[config.mk]
export PLATFORM = sky130hd
export DESIGN_NAME = firrs_queue
export DESIGN_NICKNAME = d
export VERILOG_FILES = /design/src/design/firrs_pkg.sv /design/src/design/firrs_queue.sv
export SDC_FILE = /design/constraint.sdc
export NUM_CORES = 1
export LEC_CHECK = 0
export BUFFER_PORTS_ARGS = -buffer_cell sky130_fd_sc_hd__buf_2
export CORE_MARGIN = 2
export CORE_UTILIZATION = 45
export CTS_CLUSTER_DIAMETER = 200
export DETAILED_ROUTE_END_ITERATION = 6
export MAX_ROUTING_LAYER = met4
export PLACE_DENSITY_LB_ADDON = 0.2
export SETUP_SLACK_MARGIN = 0.3
export SYNTH_ARGS = -nofsm -noshare
export SYNTH_HDL_FRONTEND = slang
export SYNTH_SLANG_ARGS = --single-unit
[constraint.sdc]
create_clock -name i_clk -period 2.4 [get_ports i_clk]
set_input_delay 0.24 -clock i_clk [delete_from_list [all_inputs] [get_ports i_clk]]
set_output_delay 0.24 -clock i_clk [all_outputs]
set_load 0.1 [all_outputs]
[src/design/firrs_pkg.sv]
// Shared types and constants for the round-and-saturate FIR filter.
package firrs_pkg;

    localparam int DEF_TAPS           = 256;
    localparam int DEF_SAMPLE_BITS    = 16;
    localparam int DEF_COEF_FRAC_BITS = 15;
    localparam int IDX_BITS           = 8;
    localparam int TAP_COUNT_BITS     = 9;
    localparam int QUEUE_DEPTH        = 2;

    typedef enum logic {
        CMD_SAMPLE = 1'b0,
        CMD_COEF   = 1'b1
    } t_cmd_kind;

    typedef struct packed {
        t_cmd_kind             kind;
        logic [IDX_BITS-1:0]   index;
        logic                  last;
    } t_cmd;

    typedef enum logic [2:0] {
        BK_CLEAR,
        BK_IDLE,
        BK_MAC,
        BK_DONE
    } t_back_state;

endpackage

[src/design/firrs_queue.sv]
// Short command queue between front end and back end.
module firrs_queue #(
    parameter int DW    = firrs_pkg::DEF_SAMPLE_BITS,
    parameter int DEPTH = firrs_pkg::QUEUE_DEPTH,
    localparam int PTRW = (DEPTH > 1) ? $clog2(DEPTH) : 1,
    localparam int CNTW = $clog2(DEPTH + 1)
) (
    input  logic               i_clk,
    input  logic               i_rst_n,
    input  logic               i_push,
    input  firrs_pkg::t_cmd    i_cmd,
    input  logic [DW-1:0]      i_data,
    input  logic               i_pop,
    output logic               o_vld,
    output logic               o_full,
    output firrs_pkg::t_cmd    o_cmd,
    output logic [DW-1:0]      o_data
);

    firrs_pkg::t_cmd  r_cmd  [DEPTH];
    logic [DW-1:0]    r_data [DEPTH];
    logic [PTRW-1:0]  r_wptr;
    logic [PTRW-1:0]  r_rptr;
    logic [CNTW-1:0]  r_count;

    assign o_vld  = (r_count != '0);
    assign o_full = (r_count == CNTW'(DEPTH));
    assign o_cmd  = r_cmd[r_rptr];
    assign o_data = r_data[r_rptr];

    always_ff @(posedge i_clk) begin
        if (i_push) begin
            r_cmd[r_wptr]  <= i_cmd;
            r_data[r_wptr] <= i_data;
        end
    end

    always_ff @(posedge i_clk) begin
        if (!i_rst_n) begin
            r_wptr  <= '0;
            r_rptr  <= '0;
            r_count <= '0;
        end else begin
            if (i_push) begin
                r_wptr <= (r_wptr == PTRW'(DEPTH - 1)) ? '0 : r_wptr + 1'b1;
            end
            if (i_pop) begin
                r_rptr <= (r_rptr == PTRW'(DEPTH - 1)) ? '0 : r_rptr + 1'b1;
            end
            case ({i_push, i_pop})
                2'b10:   r_count <= r_count + 1'b1;
                2'b01:   r_count <= r_count - 1'b1;
                default: r_count <= r_count;
            endcase
        end
    end

endmodule

==> impl_results.md, run 1 <==
* CP Class: flop to output port
* Reg clk slew, reported paths at around 60 ps
* Core Rows at 24
* Starting Density at 0.474
* Number of global-route vias before repair at 1178
* Ant diodes at 0
* Crit start category: flop
* Minimum clock period at about 1800 ps
* Gate count of the mapped netlist at a little over 100
* Longest Clk Path Bufs at 2
* Cell Area, Synth at about 0.0021 mm^2
* Die Y at 72.2 um
* Post-Place Cell Area at 0.00246 mm^2
* Arr. time, crit path at about 1500 ps
* Clock latency on the worst-skew pair at 320 ps
* RSZ-0062 raised after global routing: no
* Cts bufs inserted at 9
* Post-CTS Setup Inserts at 0
* Ys Warns at 0
* Die W at 72.2 um
* Post-DP HPWL at between 2 and 2.5 mm
* Area growth syn-to-layout at 26.4%
* DR iter-0 viols at 33
* Avg Cell Area, Syn at approximately 20 um^2
* Required time of the critical path at 2160 ps
* Routed WL at ~3.3 mm
* Maxcap violations at 0
* Final setup viols at 0
* Yosys cell types at 18
* Core ar. at ~0.0044 mm^2
* FF+latch count, synth at 57
* Slew margin rel. at 0.670
* DR pass1 iterations at 2
* Fillcell total at between 300 and 400
* Most frequent cells in the layout: 57 x buf_2, 52 x edfxtp_1, 26 x mux2_2
* H-tree levels at 3
* Worst Hold Class: input port to flop
* Sink Count at 57
* Status: completed
* Worst Max-Slew Pin Slew at around 500 ps
* Final count of pins violating max slew at 0
* Critical path, cell by cell: buf_4, mux2_2, buf_2
* Global Route Usage Sum at 0.146
* Layout cells sized above 1 at 0.579
* Sequential share of the synthesized area at 0.795
* Final nets at 204
* Vias at approximately 1100
* Period utilisation layout at 0.732
* Final Core Density at 0.599
* # hold bufs at CTS at 0
* First-pass GRT wire length at 5.33 mm
* # IOs at 58
* Post-route cell area at around 0.0026 mm^2
* Pwr dens at 964 mW/mm^2
* Drt wl/cell at 14.5 um
* GPL Wtd Cong at about 0.7
* Hold Vio Cnt, Final at 0
* # port buffers at 57
* Commonest non-fill, non-tap cell in the layout: buf_2
* Largest stage delay, worst path at between 300 and 400 ps
* TritonCTS clock tree: built
* CP Max Fanout at 14
* Post_cts resized at 0
* Max Fclk at ~0.57 GHz
* Initial antenna violation count at 0
* Vias/cell at a little under 5
* Clock Skew at 3.68 ps
* Slowest CP cell: mux2_2
* Setup TNS at 0 ps
* CTS Root Buffer Type: clkbuf_8
* Peak supply drop at roughly 0.00048 V
* Pleak at between 1 and 1.5 nW
* Total die area at 0.00521 mm^2
* Element type at the critical path end: output port
* GRT overflow at 0
* Largest net degree at the start of global routing at 27
* Mapped Nets at approximately 130
* # DRC at 0
* Routed Antenna Nets at 0
-- stage by stage --
stage	instances	total power [mW]	hold WS (ps)	worst slack, ps
2_1_floorplan	103	1.67	339	540
3_3_place_gp	214	1.76	427	973
3_5_place_dp	214	1.77	431	958
4_1_cts	230	2.58	91.5	608
5_1_grt	230	2.64	90.7	586
6_report	230	2.55	106	644
-- critical path, delay by kind of cell, from the launching register on --
kind / cells / cell delay (ps)
mux: 1 / 360
buf+inv: 2 / 510
flops: 1 / 320
-- power by group --
part / internal, mW / switching, mW / total (mW)
Sequential: 1.14 / 0.0165 / 1.16
Clock: 0.473 / 0.332 / 0.805
Combinational: 0.121 / 0.462 / 0.583
Total: 1.74 / 0.810 / 2.55
-- Yosys cell counts --
cell type	count	area [um^2]
and2b_2	1	8.76
nor2_1	1	3.75
xnor2_1	2	17.5
o21a_1	1	7.51
inv_1	1	3.75
o21ai_0	1	5.00
or2_2	1	6.26
xor2_1	1	8.76
a21boi_1	1	7.51
nor2b_1	1	6.26
edfxtp_1	52	1560
buf_4	1	7.51
and2_1	4	25.0
or3_1	1	6.26
dfxtp_1	5	100
ha_1	1	12.5
mux2_2	26	293
buf_2	2	10.0
-- registers in the layout, indices dropped and copies added (netlist names), named ones only --
signal   cells
r_data      32
r_cmd       20
r_count      2
r_rptr       1
r_wptr       1
-- path summary, 6_finish.rpt --
check / start / depth (start not counted) / slack [ps] / end
worst max-delay path: flop / 3 / 640 / o_cmd[4]
worst min-delay path: i_data[12] / 1 / 110 / r_data[1][12]
worst max register to register: r_wptr / 2 / 1240 / r_data[1][14]
worst min register to register: r_count[1] / 2 / 510 / r_count[1]
-- metal layers --
layer	GRT usage	vias up	share of wire
met5	-	-	0
met4	0.0755	0	0.016
met3	0.0611	6	0.075
met2	0.241	41	0.51
met1	0.149	528	0.40
li1	-	535	-
-- logic make-up (layout without fill, tap and decap cells) --
| group | count (synthesis) | in the layout | synth area share |
|---|---|---|---|
| flip-flops | 57 | 57 | 0.795 |
| multiplexers | 26 | 26 | 0.140 |
| AND/OR/NAND/NOR | 9 | 9 | 0.0269 |
| buffers and inverters | 4 | 79 | 0.0102 |
| AO/OA/AOI/OAI | 3 | 3 | 0.00958 |
| XOR/XNOR | 3 | 3 | 0.0126 |
| adder cells (fa/ha/maj) | 1 | 1 | 0.00598 |
-- cell type report --
type / count / area [um^2] / share of cell area
timing repair buffer: 62 / 323 / 0.122
sequential: 57 / 1660 / 0.629
tap: 52 / 65.1 / 0.0246
inverter: 1 / 3.75 / 0.00142
clock inverter: 4 / 43.8 / 0.0166
multi-input combinational: 42 / 410 / 0.155
clock buffer: 12 / 135 / 0.0511
(Power assumes the default switching activity.)
==> inputs of run 2 (changes only) <==
- ABC_AREA: default -> 1
- clock period: 2.4 -> 1.8 ns (I/O delays scaled with it)
==> impl_results.md, run 2 <==
* Fin cells at 261 (+13%)
* Critical path, cell by cell: buf_8, mux2_4, buf_12
* Vias/cell at 4.59 (-4.9%)
* FF-to-FF End: r_cmd[1][6]
* Post-synth top cells: 52 x edfxtp_1, 20 x mux2_4, 11 x nor2_1
* Global Route Usage Sum at 0.160 (+0.0137)
* Routed WL at 3.81 mm (+14%)
* Setup TNS at 0 ps (unchanged)
* Die W at 74.0 um (+2.6%)
* Pwr dens at 1150 mW/mm^2 (+19%)
* Minimum clock period at between 1500 and 2000 ps
* GPL Wtd Cong at 0.712 (+1.6%)
* EDFF count, synth at 52 (unchanged)
* # IOs at 58 (unchanged)
* Top FF cell, synth: edfxtp_1
* Gate count of the mapped netlist at 116 (+13%)
* Core ar. at 0.00472 mm^2 (+7.0%)
* Layout cells sized above 1 at 0.557 (-0.0220)
* HP Start: i_data[6]
* Yosys cell types at 13 (-5)
* Mapped Nets at 147 (+9.7%)
* First-pass GRT wire length at 6.04 mm (+13%)
* Crit path buf inv count at 2 (unchanged)
* Crit-path leading delay family: flip-flops
* # DRC at 0 (unchanged)
* Pleak at 1.33 nW (+30%)
* Slew margin rel. at 0.680 (+0.00956)
* Largest net degree at the start of global routing at 15 (-44%)
* Die Y at 74.0 um (+2.6%)
* Hold endpoint: r_data[1][6]
* WHS at 40.1 ps (-65.5 ps)
* Total die area at 0.00548 mm^2 (+5.3%)
* PnR Total Power at 3.73 mW (+46%)
* Reg2Reg Launch Point: r_wptr
* Synth top area share at 0.707 (-0.0394)
* Most frequent cell after synthesis: edfxtp_1
* Longest Clk Path Bufs at 2 (unchanged)
* Fillcell total at 310 (-13%)
* Post-route cell area at 0.00325 mm^2 (+23%)
* Max Fclk at 0.637 GHz
* CP Class: flop to output port
* Reg-to-reg slack, setup at 730 ps (-510 ps)
* Largest Register: r_data
* # port buffers at 57 (unchanged)
* Top Registers: r_data (32), r_cmd (20), r_count (2)
* Core Rows at 25 (+4.2%)
* Clock Skew at 5.95 ps (+2.27 ps)
* Register area at 0.00167 mm^2 (+0.23%)
* Post-placement cell count at 243 (+14%)
* Period utilisation layout at 0.872
* Initial antenna violation count at 0 (unchanged)
* Hold Vio Cnt, Final at 0 (unchanged)
* Largest stage delay, worst path at 410 ps (+50 ps)
* Maxcap violations at 0 (unchanged)
* Sink Count at 57 (unchanged)
* Area growth syn-to-layout at 47.1%
* Sequential share of the synthesized area at 0.753 (-0.0419)
* Reg clk slew, reported paths at 60 ps (about the same)
* Ys async rst share at 0 (unchanged)
* Vias at 1198 (+7.9%)
* DR iter-0 viols at 49 (+48%)
* H-tree levels at 3 (unchanged)
* TritonCTS clock tree: built
* CP Max Fanout at 8 (-6)
* Status: completed
* RSZ-0062 raised after global routing: yes
* Cell Area, Synth at 0.00221 mm^2 (+5.6%)
* Avg Cell Area, Syn at 19.0 um^2 (-6.3%)
* Commonest non-fill, non-tap cell in the layout: edfxtp_1
* Top cells by area, synth: edfxtp_1 71%, mux2_4 14%, dfxtp_1 4.5%
* Synth area leader: edfxtp_1
* Worst Max-Slew Pin Slew at 483 ps (-14.4 ps)
* Hold Path Depth at 1 (unchanged)
* Peak supply drop at 0.000662 V (+38%)
* Post-Place Cell Area at 0.00297 mm^2 (+20%)
* Routed Antenna Nets at 0 (unchanged)
* Crit start category: flop
* Post-DP HPWL at 2.75 mm (+23%)
* Final count of pins violating max slew at 0 (unchanged)
* Worst Hold Class: input port to flop
* Required time of the critical path at 1620 ps (-540 ps)
* FF+latch count, synth at 57 (unchanged)
* Starting Density at 0.467 (-0.00635)
* Ys Warns at 0 (unchanged)
* Max reg flops at 32 (unchanged)
* Number of global-route vias before repair at 1317 (+12%)
* Most frequent cells in the layout: 52 x edfxtp_1, 30 x buf_2, 28 x buf_12
* Cts bufs inserted at 9 (unchanged)
* GRT overflow at 0 (unchanged)
* Area of the multi-input gates at 495 um^2 (+21%)
* CTS Root Buffer Type: clkbuf_8
* Final setup viols at 0 (unchanged)
* Clock latency on the worst-skew pair at 320 ps (about the same)
* Ant diodes at 0 (unchanged)
* Arr. time, crit path at 1390 ps (-130 ps)
* Drt wl/cell at 14.6 um (+0.36%)
* Final nets at 220 (+7.8%)
* Reg2Reg Depth at 3 (+1)
* DR pass1 iterations at 4 (+2)
* Element type at the critical path end: output port
* Slowest CP cell: dfxtp_4
==> run 2: cell families (layout without fill, tap and decap cells) <==
| family | count (synthesis) | count (layout) | share of synthesized area |
|---|---|---|---|
| AO/OA/AOI/OAI | 2 | 2 | 0.00453 |
| adder cells (fa/ha/maj) | 1 | 1 | 0.00567 |
| buffers and inverters | 9 | 87 | 0.0334 |
| flip-flops | 57 | 57 | 0.753 |
| multiplexers | 26 | 26 | 0.167 |
| AND/OR/NAND/NOR | 21 | 21 | 0.0368 |
==> run 2: power by group <==
| group | total (mW) | switching, mW | internal, mW | leakage [nW] |
|---|---|---|---|---|
| logic | 0.939 | 0.590 | 0.349 | 0.700 |
| clock network | 1.24 | 0.476 | 0.764 | 0.104 |
| registers | 1.55 | 0.0271 | 1.53 | 0.530 |
| total | 3.73 | 1.09 | 2.64 | 1.33 |
==> run 2: worst max-delay path by stage <==
stage / to / cells after the start
after CTS: o_cmd[5] / 3
after global placement: o_data[6] / 3
after global routing: o_cmd[5] / 3
after floorplan: r_cmd[0][0] / 1
after detailed placement: o_data[6] / 3
final: o_cmd[5] / 3
==> run 2: per-stage QoR <==
stage	util	worst slack (ps)
6_report	0.687	230
5_1_grt	0.687	186
4_1_cts	0.687	211
3_5_place_dp	0.628	364
3_3_place_gp	0.628	396
2_1_floorplan	-	382
==> run 2: worst register-to-register path: stages, from the launching register on <==
cell and delay (ps):
dfxtp_1 360, nand2_1 90, inv_1 80, buf_4 230
==> run 2: metal layers <==
metal / up-vias / routed length [um] / global-route usage
li1: 576 / - / -
met1: 571 / 1470 / 0.170
met2: 44 / 2040 / 0.265
met3: 7 / 221 / 0.0434
met4: 0 / 68 / 0.0970
met5: - / 0 / -
==> run 2: what timing repair did <==
item,4_1_cts,5_1_grt
gates resized for setup,11,2
hold buffers,0,0
setup endpoints to repair,26,27
buffers inserted,2,0
pin swaps,0,0
==> run 2: area by class of cell <==
| type | count | share of cell area |
|---|---|---|
| multi-input cells | 50 | 0.153 |
| clock inverters | 7 | 0.0262 |
| flip-flops and latches | 57 | 0.513 |
| repair buffers | 65 | 0.237 |
| well taps | 67 | 0.0258 |
| inverters | 6 | 0.00694 |
| clock buffers | 9 | 0.0382 |
==> inputs of run 3 (changes only) <==
- CORE_UTILIZATION: 45 -> 51
- clock period: 1.8 -> 1.59 ns (I/O delays scaled with it)
==> impl_results.md, run 3 (synthesis results as in run 2) <==
* Required time of the critical path at 1430 ps (-190 ps)
* Final nets at 219 (-0.45%)
* TritonCTS clock tree: built
* Final count of pins violating max slew at 0 (unchanged)
* Commonest non-fill, non-tap cell in the layout: edfxtp_1
* CP Max Fanout at 8 (unchanged)
* Crit start category: flop
* Number of global-route vias before repair at 1317 (unchanged)
* Starting Density at 0.540 (+0.0728)
* # DRC at 0 (unchanged)
* Combinational fraction of design power at 0.271 (+0.019)
* Most frequent cells in the layout: 52 x edfxtp_1, 32 x buf_12, 29 x buf_2
* Slowest CP cell: dfxtp_4
* First-pass GRT wire length at 6.46 mm (+7.0%)
* Post-route cell area at 0.00327 mm^2 (+0.73%)
* Clk pwr share at 0.298 (-0.034)
* Largest stage delay, worst path at 410 ps (about the same)
* # hold bufs at CTS at 0 (unchanged)
* Initial antenna violation count at 0 (unchanged)
* DR iter-0 viols at 31 (-37%)
* CTS Root Buffer Type: clkbuf_8
* Max Fclk at 0.640 GHz
* Vias/cell at 5.05 (+10%)
* H-tree levels at 3 (unchanged)
* Maxcap violations at 0 (unchanged)
* Sink Count at 57 (unchanged)
* Clock Skew at 8.33 ps (+2.39 ps)
* Clock latency on the worst-skew pair at 330 ps (about the same)
* Final setup viols at 0 (unchanged)
* Die W at 69.8 um (-5.7%)
* Top Registers: r_data (32), r_cmd (20), r_count (2)
* Area growth syn-to-layout at 48.2%
* Core Rows at 23 (-8.0%)
* Reg clk slew, reported paths at 60 ps (about the same)
* Element type at the critical path end: output port
* Vias at 1222 (+2.0%)
* Crit path buf inv count at 2 (unchanged)
* Slew margin rel. at 0.795 (+0.115)
* Minimum clock period at 1560 ps
* Ant diodes at 0 (unchanged)
* Pleak at 1.33 nW (-0.59%)
* Switch Pwr at 1.24 mW (+13%)
* # IOs at 58 (unchanged)
* Die Y at 69.8 um (-5.7%)
* Longest Clk Path Bufs at 2 (unchanged)
* Period utilisation layout at 0.983
* Fin cells at 242 (-7.3%)
* Routed WL at 4.01 mm (+5.5%)
* GRT overflow at 0 (unchanged)
* Post-Place Cell Area at 0.00295 mm^2 (-0.59%)
* Largest net degree at the start of global routing at 19 (+4)
* Worst Max-Slew Pin Slew at 307 ps (-176 ps)
* Post-placement cell count at 223 (-8.2%)
* Status: completed
* Total die area at 0.00487 mm^2 (-11%)
* Worst Hold Class: input port to flop
* Hold Vio Cnt, Final at 0 (unchanged)
* CP Class: flop to output port
* Most frequent CP cell: buf_12
* Max reg flops at 32 (unchanged)
* Arr. time, crit path at 1400 ps (about the same)
* Drt wl/cell at 16.6 um (+14%)
* RSZ-0062 raised after global routing: yes
* # port buffers at 57 (unchanged)
* WHS at 12.0 ps (-28.1 ps)
* Global Route Usage Sum at 0.189 (+0.0293)
* Core ar. at 0.00409 mm^2 (-13%)
* Routed Antenna Nets at 0 (unchanged)
* Final worst slack at 27.3 ps (-203 ps)
* Critical path, cell by cell: buf_12, mux2_4, buf_12
* Peak supply drop at 0.000750 V (+13%)
* GPL Wtd Cong at 0.719 (+1.0%)
* Sequential Power Share at 0.432 (+0.016)
* Largest Register: r_data
* Internal power at 2.84 mW (+7.7%)
* Layout cells sized above 1 at 0.552 (-0.00462)
* Worst slack, placed at 173 ps (-190 ps)
* Crit-path leading delay family: flip-flops
* Pwr dens at 1250 mW/mm^2 (+8.6%)
* Switching share of power at 0.304 (+0.0109)
* DR pass1 iterations at 4 (unchanged)
* Cts bufs inserted at 9 (unchanged)
## run 3: cell count changes in the layout (fill, tap and decap cells not counted), moves of 2 or more
| cell | before | now |
|---|---|---|
| buf_4 | 6 | 0 |
| buf_12 | 28 | 32 |
| clkinv_1 | 2 | 4 |
| nor2_2 | 2 | 0 |
| nor2_4 | 0 | 2 |
## run 3: area by class of cell
| class | instances | area (um^2) |
|---|---|---|
| repair inverters | 1 | 7.51 |
| clock buffers | 9 | 124 |
| clock inverters | 6 | 50.0 |
| well taps | 50 | 62.6 |
| flip-flops and latches | 57 | 1670 |
| repair buffers | 63 | 825 |
| multi-input cells | 50 | 509 |
| inverters | 6 | 26.3 |
| fillers | 221 | 816 |
## run 3: path summary, 6_finish.rpt
| kind | startpoint | end | slack [ps] | cells after the start |
|---|---|---|---|---|
| min reg2reg | r_rptr | flop | 520 | 2 |
| min | i_data[7] | r_data[0][7] | 10 | 1 |
| max reg2reg | r_wptr | r_cmd[1][4] | 400 | 3 |
| max | flop | o_data[4] | 30 | 3 |
## run 3: worst reg2reg max path: stages (launching register included)
cell	delay [ps]
dfxtp_1	410
nand2_1	200
clkinvlp_4	140
buf_12	140
## run 3: repair_timing
action / in CTS / in global routing
cloned: 2 / 0
gates resized for setup: 21 / 1
setup buffers: 0 / 2
setup endpoints to repair: 54 / 53
## run 3: routing by layer
metal | up-vias | share of wire | GRT usage
met5 | - | 0 | -
met4 | 0 | 0.029 | 0.124
met3 | 8 | 0.046 | 0.0480
met2 | 38 | 0.54 | 0.315
met1 | 599 | 0.39 | 0.198
li1 | 577 | - | -
## run 3: power groups by stage
stage	clock network [mW]	registers [mW]	logic [mW]
2_1_floorplan	0	1.78	0.702
3_3_place_gp	0	1.78	1.03
3_5_place_dp	0	1.79	1.04
4_1_cts	1.22	1.76	1.10
5_1_grt	1.30	1.77	1.14
6_report	1.22	1.76	1.10
## run 3: metrics by stage
stage	TNS [ps]	power, mW	util
after global routing	-40.6	4.21	0.800
after detailed placement	0	2.83	0.722
after CTS	0	4.08	0.790
after floorplan	0	2.48	-
final	0	4.08	0.800
after global placement	0	2.81	0.722
